`src/design/esd_pkg.sv`:
```
package esd_pkg;

    localparam int SAMPLE_W = 32;
    localparam int PERIOD_W = 7;
    localparam int ALPHA_W  = 17;
    localparam int SUM_W    = 38;
    localparam int ACC_W    = ALPHA_W + SAMPLE_W;
    localparam int CFG_IDX_W = 1;
    localparam int DIV_CNT_W = $clog2(SUM_W);

    localparam logic [ALPHA_W-1:0]   ONE_Q16      = 17'h10000;
    localparam logic [PERIOD_W-1:0]  PERIOD_RESET = 7'd14;
    localparam logic [ALPHA_W-1:0]   ALPHA_RESET  = 17'd8738;

    localparam logic [CFG_IDX_W-1:0] CFG_PERIOD = 1'b0;
    localparam logic [CFG_IDX_W-1:0] CFG_ALPHA  = 1'b1;

    typedef enum logic [1:0] {
        MAC_HOLD,
        MAC_LOAD,
        MAC_ADD
    } t_mac_op;

endpackage

```
`src/design/esd_if.sv`:
```
interface esd_in_if;
    import esd_pkg::*;
    logic                valid;
    logic                ready;
    logic [SAMPLE_W-1:0] sample;
    logic                series_last;

    modport source (output valid, output sample, output series_last, input ready);
    modport sink   (input valid, input sample, input series_last, output ready);
endinterface

interface esd_out_if;
    import esd_pkg::*;
    logic                valid;
    logic                ready;
    logic [SAMPLE_W-1:0] ema_value;
    logic                defined;
    logic                run_last;
    logic                series_end;

    modport source (output valid, output ema_value, output defined, output run_last,
                    output series_end, input ready);
    modport sink   (input valid, input ema_value, input defined, input run_last,
                    input series_end, output ready);
endinterface

```
`src/design/esd_mac.sv`:
```
module esd_mac
    import esd_pkg::*;
(
    input  logic                i_clk,
    input  t_mac_op             i_op,
    input  logic [ALPHA_W-1:0]  i_coef,
    input  logic [SAMPLE_W-1:0] i_data,
    output logic [ACC_W-1:0]    o_acc
);

    logic [ACC_W-1:0] r_acc;
    logic [ACC_W-1:0] w_prod;

    // One 17 x 32 product per cycle; the two terms of the recurrence
    // are summed by a load followed by an add.
    assign w_prod = ACC_W'(i_coef) * ACC_W'(i_data);

    always_ff @(posedge i_clk) begin
        case (i_op)
            MAC_LOAD: r_acc <= w_prod;
            MAC_ADD:  r_acc <= r_acc + w_prod;
            default:  r_acc <= r_acc;
        endcase
    end

    assign o_acc = r_acc;

endmodule

```
`src/design/esd_div.sv`:
```
module esd_div
    import esd_pkg::*;
(
    input  logic                i_clk,
    input  logic                i_rst_n,
    input  logic                i_start,
    input  logic [SUM_W-1:0]    i_dividend,
    input  logic [PERIOD_W-1:0] i_divisor,
    output logic                o_done,
    output logic [SUM_W-1:0]    o_quot
);

    logic                 r_busy;
    logic                 r_done;
    logic [DIV_CNT_W-1:0] r_cnt;
    logic [SUM_W-1:0]     r_q;
    logic [PERIOD_W:0]    r_rem;
    logic [PERIOD_W-1:0]  r_div;
    logic [PERIOD_W:0]    w_trial;
    logic                 w_fit;

    // Restoring division, one quotient bit per cycle.
    assign w_trial = {r_rem[PERIOD_W-1:0], r_q[SUM_W-1]};
    assign w_fit   = (w_trial >= {1'b0, r_div});

    always_ff @(posedge i_clk) begin
        if (!i_rst_n) begin
            r_busy <= 1'b0;
            r_done <= 1'b0;
        end else begin
            r_done <= 1'b0;
            if (i_start) begin
                r_busy <= 1'b1;
                r_cnt  <= DIV_CNT_W'(SUM_W - 1);
                r_q    <= i_dividend;
                r_rem  <= '0;
                r_div  <= i_divisor;
            end else if (r_busy) begin
                r_rem <= w_fit ? (w_trial - {1'b0, r_div}) : w_trial;
                r_q   <= {r_q[SUM_W-2:0], w_fit};
                if (r_cnt == '0) begin
                    r_busy <= 1'b0;
                    r_done <= 1'b1;
                end else begin
                    r_cnt <= r_cnt - 1'b1;
                end
            end
        end
    end

    assign o_done = r_done;
    assign o_quot = r_q;

endmodule

```
`src/design/ema_with_average_seed_core.sv`:
```
// Steady state (series seeded): S_MUL1 and S_MUL2, the two passes through the shared 17 x 32
// multiply-accumulate unit, then S_EMIT. A warm-up sample that gives no result stays in S_IDLE.
// Seeding gives undefined beats in S_WARM, the 38-step serial divide and the seed beat. A short
// flushed series steps S_RD, S_RDW, S_MUL1 and S_MUL2 (not for the first entry), S_EMIT per entry.
// Reset is synchronous and active low; it clears control state, counters and series registers.
// The warm-up buffer is not cleared; only entries written in the current series are read.
module ema_with_average_seed_core
    import esd_pkg::*;
#(
    parameter int MAX_PERIOD = 64
) (
    input  logic                 i_clk,
    input  logic                 i_rst_n,
    esd_in_if.sink               i_in,
    esd_out_if.source            o_out,
    input  logic                 i_cfg_we,
    input  logic [CFG_IDX_W-1:0] i_cfg_idx,
    input  logic [ALPHA_W-1:0]   i_cfg_data
);

    localparam int AW = (MAX_PERIOD > 1) ? $clog2(MAX_PERIOD) : 1;
    localparam logic [PERIOD_W-1:0] MAX_P = PERIOD_W'(MAX_PERIOD);

    typedef enum logic [3:0] {
        S_IDLE,
        S_ZERO,
        S_WARM,
        S_DIV,
        S_SEED,
        S_RD,
        S_RDW,
        S_MUL1,
        S_MUL2,
        S_EMIT
    } t_state;

    t_state r_state;

    // Configuration registers.
    logic [PERIOD_W-1:0] r_period;
    logic [ALPHA_W-1:0]  r_alpha;

    // Series state.
    logic [PERIOD_W-1:0] r_count;
    logic [SUM_W-1:0]    r_sum;
    logic [SAMPLE_W-1:0] r_prev;
    logic                r_seeded;

    // Per-item working registers.
    logic [SAMPLE_W-1:0] r_x;
    logic                r_last;
    logic                r_fb;
    logic [PERIOD_W-1:0] r_i;

    // Warm-up buffer.
    logic [SAMPLE_W-1:0] r_store [MAX_PERIOD];
    logic [SAMPLE_W-1:0] r_rd_data;

    // Output register.
    logic                r_ovalid;
    logic [SAMPLE_W-1:0] r_oval;
    logic                r_odef;
    logic                r_orl;
    logic                r_ose;

    logic [PERIOD_W-1:0] w_p;
    logic [ALPHA_W-1:0]  w_a;
    logic [PERIOD_W-1:0] w_count_eff;
    logic                w_can_store;
    logic                w_accept;
    logic                w_out_free;
    logic                w_emit;
    logic                w_fb_final;
    logic                w_final;
    logic [SAMPLE_W-1:0] w_res;

    t_mac_op             w_mac_op;
    logic [ALPHA_W-1:0]  w_coef;
    logic [SAMPLE_W-1:0] w_mac_data;
    logic [ACC_W-1:0]    w_acc;

    logic                w_div_start;
    logic                w_div_done;
    logic [SUM_W-1:0]    w_quot;

    // A period above the buffer depth acts as the depth, an alpha above one acts as one.
    assign w_p = (r_period > MAX_P) ? MAX_P : r_period;
    assign w_a = (r_alpha > ONE_Q16) ? ONE_Q16 : r_alpha;

    assign w_can_store = (r_count < MAX_P);
    assign w_count_eff = w_can_store ? (r_count + 1'b1) : r_count;

    assign w_accept   = i_in.valid && (r_state == S_IDLE);
    assign w_out_free = !r_ovalid || o_out.ready;

    // A new beat is loaded into the output register in this cycle.
    assign w_emit = w_out_free && ((r_state inside {S_ZERO, S_SEED, S_EMIT}) ||
                                   ((r_state == S_WARM) && (r_i < r_count)));

    // In the short-series flush, the last buffered entry carries the run's final beat.
    assign w_fb_final = (r_i == (r_count - 1'b1));
    assign w_final    = r_fb ? w_fb_final : 1'b1;

    // The first flushed result is the first sample itself; every other one comes from the MAC.
    assign w_res = (r_fb && (r_i == '0)) ? r_rd_data : w_acc[SAMPLE_W+15:16];

    // The shared unit forms alpha*x in the first pass and adds (one-alpha)*prev in the second.
    always_comb begin
        w_mac_op   = MAC_HOLD;
        w_coef     = w_a;
        w_mac_data = r_fb ? r_rd_data : r_x;
        case (r_state)
            S_MUL1: begin
                w_mac_op = MAC_LOAD;
            end
            S_MUL2: begin
                w_mac_op   = MAC_ADD;
                w_coef     = ONE_Q16 - w_a;
                w_mac_data = r_prev;
            end
            default: begin
                w_mac_op = MAC_HOLD;
            end
        endcase
    end

    assign w_div_start = (r_state == S_WARM) && (r_i >= r_count);

    esd_mac u_mac (
        .i_clk  (i_clk),
        .i_op   (w_mac_op),
        .i_coef (w_coef),
        .i_data (w_mac_data),
        .o_acc  (w_acc)
    );

    esd_div u_div (
        .i_clk      (i_clk),
        .i_rst_n    (i_rst_n),
        .i_start    (w_div_start),
        .i_dividend (r_sum),
        .i_divisor  (r_count),
        .o_done     (w_div_done),
        .o_quot     (w_quot)
    );

    // The buffer is written when a warm-up sample is accepted and read every cycle at the
    // flush index, so the data is ready in the cycle after the index is set.
    always_ff @(posedge i_clk) begin
        if (w_accept && (w_p != '0) && !r_seeded && w_can_store) begin
            r_store[r_count[AW-1:0]] <= i_in.sample;
        end
        r_rd_data <= r_store[r_i[AW-1:0]];
    end

    always_ff @(posedge i_clk) begin
        if (!i_rst_n) begin
            r_period <= PERIOD_RESET;
            r_alpha  <= ALPHA_RESET;
        end else if (i_cfg_we) begin
            case (i_cfg_idx)
                CFG_PERIOD: r_period <= i_cfg_data[PERIOD_W-1:0];
                CFG_ALPHA:  r_alpha  <= i_cfg_data;
                default:    r_alpha  <= r_alpha;
            endcase
        end
    end

    always_ff @(posedge i_clk) begin
        if (!i_rst_n) begin
            r_state  <= S_IDLE;
            r_count  <= '0;
            r_sum    <= '0;
            r_prev   <= '0;
            r_seeded <= 1'b0;
            r_ovalid <= 1'b0;
            r_fb     <= 1'b0;
            r_last   <= 1'b0;
            r_i      <= '0;
        end else begin
            if (o_out.ready && !w_emit) begin
                r_ovalid <= 1'b0;
            end
            case (r_state)
                S_IDLE: begin
                    if (i_in.valid) begin
                        r_x    <= i_in.sample;
                        r_last <= i_in.series_last;
                        // Only a series that ends before its seed takes the flush path.
                        r_fb   <= (w_p != '0) && !r_seeded && (w_count_eff < w_p) &&
                                  i_in.series_last;
                        if (w_p == '0) begin
                            r_state <= S_ZERO;
                        end else if (r_seeded) begin
                            r_state <= S_MUL1;
                        end else begin
                            if (w_can_store) begin
                                r_count <= w_count_eff;
                                r_sum   <= r_sum + SUM_W'(i_in.sample);
                            end
                            if (w_count_eff >= w_p) begin
                                r_i     <= PERIOD_W'(1);
                                r_state <= S_WARM;
                            end else if (i_in.series_last) begin
                                r_i     <= '0;
                                r_state <= S_RD;
                            end
                        end
                    end
                end
                S_ZERO: begin
                    if (w_out_free) begin
                        r_ovalid <= 1'b1;
                        r_oval   <= '0;
                        r_odef   <= 1'b0;
                        r_orl    <= 1'b1;
                        r_ose    <= r_last;
                        r_state  <= S_IDLE;
                        if (r_last) begin
                            r_count  <= '0;
                            r_sum    <= '0;
                            r_prev   <= '0;
                            r_seeded <= 1'b0;
                        end
                    end
                end
                S_WARM: begin
                    // Undefined beats for every buffered sample but the last, then the divide.
                    if (r_i >= r_count) begin
                        r_state <= S_DIV;
                    end else if (w_out_free) begin
                        r_ovalid <= 1'b1;
                        r_oval   <= '0;
                        r_odef   <= 1'b0;
                        r_orl    <= 1'b0;
                        r_ose    <= 1'b0;
                        r_i      <= r_i + 1'b1;
                    end
                end
                S_DIV: begin
                    if (w_div_done) begin
                        r_prev   <= w_quot[SAMPLE_W-1:0];
                        r_seeded <= 1'b1;
                        r_state  <= S_SEED;
                    end
                end
                S_SEED: begin
                    if (w_out_free) begin
                        r_ovalid <= 1'b1;
                        r_oval   <= r_prev;
                        r_odef   <= 1'b1;
                        r_orl    <= 1'b1;
                        r_ose    <= r_last;
                        r_state  <= S_IDLE;
                        if (r_last) begin
                            r_count  <= '0;
                            r_sum    <= '0;
                            r_prev   <= '0;
                            r_seeded <= 1'b0;
                        end
                    end
                end
                S_RD: begin
                    r_state <= S_RDW;
                end
                S_RDW: begin
                    r_state <= (r_i == '0) ? S_EMIT : S_MUL1;
                end
                S_MUL1: begin
                    r_state <= S_MUL2;
                end
                S_MUL2: begin
                    r_state <= S_EMIT;
                end
                S_EMIT: begin
                    if (w_out_free) begin
                        r_ovalid <= 1'b1;
                        r_oval   <= w_res;
                        r_odef   <= 1'b1;
                        r_orl    <= w_final;
                        r_ose    <= w_final && r_last;
                        if (w_final) begin
                            r_state <= S_IDLE;
                            if (r_last) begin
                                r_count  <= '0;
                                r_sum    <= '0;
                                r_prev   <= '0;
                                r_seeded <= 1'b0;
                            end else begin
                                r_prev   <= w_res;
                            end
                        end else begin
                            r_prev  <= w_res;
                            r_i     <= r_i + 1'b1;
                            r_state <= S_RD;
                        end
                    end
                end
                default: begin
                    r_state <= S_IDLE;
                end
            endcase
        end
    end

    assign i_in.ready       = (r_state == S_IDLE);
    assign o_out.valid      = r_ovalid;
    assign o_out.ema_value  = r_oval;
    assign o_out.defined    = r_odef;
    assign o_out.run_last   = r_orl;
    assign o_out.series_end = r_ose;

endmodule
```
`src/flat_wrapper.sv`:
```
// flat-port wrapper written by rule: the top's interface ports become plain ports
module ema_with_average_seed_core_flat import esd_pkg::*;
#(
    parameter int MAX_PERIOD = 64
)
  (i_clk, i_rst_n, i_cfg_we, i_cfg_idx, i_cfg_data, i_in_valid, i_in_sample, i_in_series_last, i_in_ready, o_out_valid, o_out_ema_value, o_out_defined, o_out_run_last, o_out_series_end, o_out_ready);
  esd_in_if i_in_i ();
  esd_out_if o_out_i ();
  input  logic i_clk;
  input  logic i_rst_n;
  input  logic i_cfg_we;
  input  logic [CFG_IDX_W-1:0] i_cfg_idx;
  input  logic [ALPHA_W-1:0] i_cfg_data;
  input wire logic [$bits(i_in_i.valid)-1:0] i_in_valid;
  input wire logic [$bits(i_in_i.sample)-1:0] i_in_sample;
  input wire logic [$bits(i_in_i.series_last)-1:0] i_in_series_last;
  output wire logic [$bits(i_in_i.ready)-1:0] i_in_ready;
  output wire logic [$bits(o_out_i.valid)-1:0] o_out_valid;
  output wire logic [$bits(o_out_i.ema_value)-1:0] o_out_ema_value;
  output wire logic [$bits(o_out_i.defined)-1:0] o_out_defined;
  output wire logic [$bits(o_out_i.run_last)-1:0] o_out_run_last;
  output wire logic [$bits(o_out_i.series_end)-1:0] o_out_series_end;
  input wire logic [$bits(o_out_i.ready)-1:0] o_out_ready;
  assign i_in_i.valid = i_in_valid;
  assign i_in_i.sample = i_in_sample;
  assign i_in_i.series_last = i_in_series_last;
  assign i_in_ready = i_in_i.ready;
  assign o_out_valid = o_out_i.valid;
  assign o_out_ema_value = o_out_i.ema_value;
  assign o_out_defined = o_out_i.defined;
  assign o_out_run_last = o_out_i.run_last;
  assign o_out_series_end = o_out_i.series_end;
  assign o_out_i.ready = o_out_ready;
  ema_with_average_seed_core #(.MAX_PERIOD(MAX_PERIOD)) u_core (.i_clk(i_clk), .i_rst_n(i_rst_n), .i_in(i_in_i), .o_out(o_out_i), .i_cfg_we(i_cfg_we), .i_cfg_idx(i_cfg_idx), .i_cfg_data(i_cfg_data));
endmodule
```
`config.mk`:
```
export PLATFORM = sky130hd
export DESIGN_NAME = ema_with_average_seed_core_flat
export DESIGN_NICKNAME = d
export VERILOG_FILES = /design/src/design/esd_pkg.sv /design/src/design/esd_if.sv /design/src/design/esd_mac.sv /design/src/design/esd_div.sv /design/src/design/ema_with_average_seed_core.sv /design/src/flat_wrapper.sv
export SDC_FILE = /design/constraint.sdc
export NUM_CORES = 2
export LEC_CHECK = 0
export BUFFER_PORTS_ARGS = -buffer_cell sky130_fd_sc_hd__buf_2
export CAP_MARGIN = 20
export CORE_MARGIN = 1
export CORE_UTILIZATION = 30
export CTS_BUF_LIST = sky130_fd_sc_hd__clkbuf_4
export DETAILED_ROUTE_END_ITERATION = 16
export GPL_ROUTABILITY_DRIVEN = 0
export PLACE_DENSITY = 0.57
export SETUP_SLACK_MARGIN = 0.4
export SKIP_LAST_GASP = 1
export SLEW_MARGIN = 20
export SYNTH_ARGS = -nofsm -noshare
export SYNTH_HDL_FRONTEND = slang
export SYNTH_SLANG_ARGS = --single-unit
```
`constraint.sdc`:
```
create_clock -name i_clk -period 9.4 [get_ports i_clk]
set_input_delay 0.47 -clock i_clk [delete_from_list [all_inputs] [get_ports i_clk]]
set_output_delay 0.47 -clock i_clk [all_outputs]
set_load 0.05 [all_outputs]
```
==> flow_summary.toml <==
[cts]
clk_latency_ns = 1.36
cts_tree = "done"
cts_made_buffers = 602
cts_root_buffer = "clkbuf_4"
cts_sinks = 2371
clock_path_buffers = 4
path_clk_slew_ns = 0.07
h-tree-depth = 6

[finish]
layout.cells.non_filler = 13596
nets = 8926
finish.instance_area_mm2 = 0.135
drive_gt1_frac = 0.315
register_area_mm2 = 0.0697
multiInputGateArea_mm2 = 0.0416
post-route-util = 0.359
fillers = 35636
area_delta_synth_final_pct = 19.1

[placed_design]
place_inst = 12407
place_area_mm2 = 0.125
hpwl_mm = 205
io_buffers = 92

[die]
rows = 225
initial_utilization = 0.302
die_area_mm2 = 0.380
pin_count = 93
die_w_um = 616
core_mm2 = 0.376
die_h_um = 616

[worst_setup_path]
crit_path_top_delay_cell = "fa_1"
startpoint_type = "flip-flop"
r2r_end = "u_core.u_mac.o_acc[47]"
slowest_delay_ns = 0.57
arrival_ns = 11.29
critPathKind = "reg2reg"
cp-endpoint = "u_core.u_mac.o_acc[47]"
end_kind = "flip-flop"
regToRegSetupSlack_ns = -0.89
crit_path_max_fanout = 7
required_ns = 10.41
rr_startpoint = "u_core.r_alpha[2]"
startpoint = "u_core.r_alpha[2]"
critical_path.most_common_cell = "fa_1"
reg2reg_depth = 44

[synth]
synth_xor_area_frac = 0.0121
synth-adder-area-share = 0.105
synth_flop_cell = "edfxtp_1"
ys_ff_latch = 2371
yosys.area_share.simple = 0.0520
syn-num-nets = 7728
netlist_area_mm2 = 0.113
synth_edf_count = 2221
synthDistinctLibCells = 77
muxShareOfSynthArea = 0.142
synth_cells = 6992
yosys_warnings = 0
synth_top_family_by_area = "multiplexers"
synth_compound_area_frac = 0.0408
async_flop_share = 0
ys_seq_area_frac = 0.615
avgSynthCellArea_um2 = 16.2

[routing]
routed_via_density = 4.91
drtPass1Iterations = 5
wl_per_cell_um = 23.0
ant_nets = 0
wl_mm = 312
vias = 66751
drc = 0
drtIter0Drc = 6005

[timing]
final_hold_viol_count = 0
slew_violations = 0
clock-skew-final_ns = 0.239
setup_ws_ns = -0.887
tightest_slew_ns = 1.15
setup_viol = 26
rsz0062_at_grt = "yes"
maxSlewHeadroom = 0.229
fmax_mhz = 97.2
finalCriticalPeriod_ns = 10.29
setup_tns_ns = -16.25
finalCritPeriodShare = 1.09

[global_route]
grtUsageTotal = 0.162
grt_start_max_net_pins = 115
grt_overflow_total = 0
grt_pass1_vias = 69897
grt_pass1_wl_mm = 461
antenna_found_initial = 48

[run_status]
status = "complete, but fails checks"
violations = "setup timing"

[job]
cap_viol_max_count = 0

[worst_hold_path]
min_path_type = "in2reg"
-- cell families (layout without fill, tap and decap cells) --
kind of cell,count (synthesis),after routing
mux,767,767
compound gates,680,680
buf+inv,968,2561
simple gates,1370,1370
xor+xnor,156,156
fa+ha+maj,680,680
other cells,0,17
flops,2371,2371
-- cell type report --
class                           count  area share
Tap cell                         4994      0.0463
Clock buffer                      836      0.0465
Antenna cell                       17    0.000315
Inverter                          640      0.0178
Sequential cell                  2371       0.517
Multi-Input combinational cell   3653       0.308
Clock inverter                    163     0.00809
Timing Repair Buffer              922      0.0559
-- worst min path at each step --
stage / startpoint / to / cells past startpoint
floorplan: u_core.r_count[6] / u_core.u_div.r_div[6] / 0
global route: i_in_sample[7] / u_core.r_x[7] / 2
detailed placement: u_core.u_div.r_busy / u_core.u_div.o_done / 2
global placement: u_core.u_div.r_busy / u_core.u_div.o_done / 2
CTS: i_in_sample[7] / u_core.r_x[7] / 2
finish: i_in_sample[7] / u_core.r_x[7] / 2
-- worst max-delay path, delay by kind of cell, from the launching register on --
kind | cells | cell delay, ns
adders and majority gates | 8 | 3.49
AOI/OAI and AO/OA | 14 | 2.42
and+or+nand+nor | 10 | 2.07
buffers and inverters | 8 | 0.94
xor gates and xnor gates | 4 | 0.73
DFF | 1 | 0.33
-- registers in the layout (all words and copies together) (netlist names), 6 cells and up --
register / count
u_core.o_out.ema_value: 32
u_core.r_alpha: 17
u_core.r_count: 7
u_core.r_i: 7
u_core.r_period: 7
u_core.r_prev: 32
u_core.r_rd_data: 32
u_core.r_store: 2048
u_core.r_sum: 38
u_core.r_x: 32
u_core.u_div.o_quot: 38
u_core.u_div.r_cnt: 6
u_core.u_div.r_div: 7
u_core.u_div.r_rem: 7
u_core.u_mac.o_acc: 48
-- per-layer routing --
layer / global-route usage / vias to the layer above / share of wire
li1: - / 28896 / -
met1: 0.223 / 34954 / 0.43
met2: 0.264 / 2471 / 0.48
met3: 0.0310 / 410 / 0.075
met4: 0.0403 / 20 / 0.019
met5: 0 / - / 0.00048
-- synth_stat cells (32+ instances only) --
master	number	area, µm²
ha_1	229	2870
nand3_1	54	270
edfxtp_1	2221	66700
xor2_1	63	552
a22oi_1	59	443
inv_1	637	2390
o21ai_1	32	160
o21a_1	33	248
nor2_1	295	1110
buf_1	70	263
o21ai_0	102	510
clkbuf_1	241	905
xnor2_1	92	806
nor2b_1	53	332
and2_1	74	463
a21o_1	109	818
o211a_1	34	340
mux2i_1	67	671
mux4_2	672	15100
a21oi_1	145	726
nand2_1	754	2830
dfxtp_1	150	3000
fa_1	451	9030
-- cells in the final DEF (no fill, tap or decap), drive strengths merged, types with 63 or more instances in the layout --
| master | count |
|---|---|
| edfxtp | 2221 |
| clkbuf | 836 |
| buf | 818 |
| nand2 | 755 |
| mux4 | 672 |
| inv | 656 |
| fa | 451 |
| nor2 | 295 |
| ha | 229 |
| dfxtp | 150 |
| a21oi | 146 |
| o21ai | 134 |
| clkinv | 122 |
| a21o | 109 |
| dlygate4sd3 | 104 |
| xnor2 | 93 |
| and2 | 74 |
| mux2i | 67 |
| xor2 | 63 |
-- repair_timing --
action / 4_1_cts / 5_1_grt
cloned: 0 / 0
buffers inserted: 43 / 24
endpoints found under the hold margin: 1058 / 0
pin swaps: 127 / 71
hold buffers: 104 / 0
setup endpoints to repair: 34 / 35
gates resized for setup: 170 / 65
-- stage by stage --
step | hold WS, ns | setup slack (ns)
2_1_floorplan | 0.406 | -0.435
3_3_place_gp | 0.432 | -1.21
3_5_place_dp | 0.430 | -1.28
4_1_cts | 0.0403 | -0.813
5_1_grt | 0.0694 | -1.28
6_report | 0.137 | -0.887
Power is not shown: default switching activity piles up to over one toggle a cycle in this logic, so the estimate is an artifact.
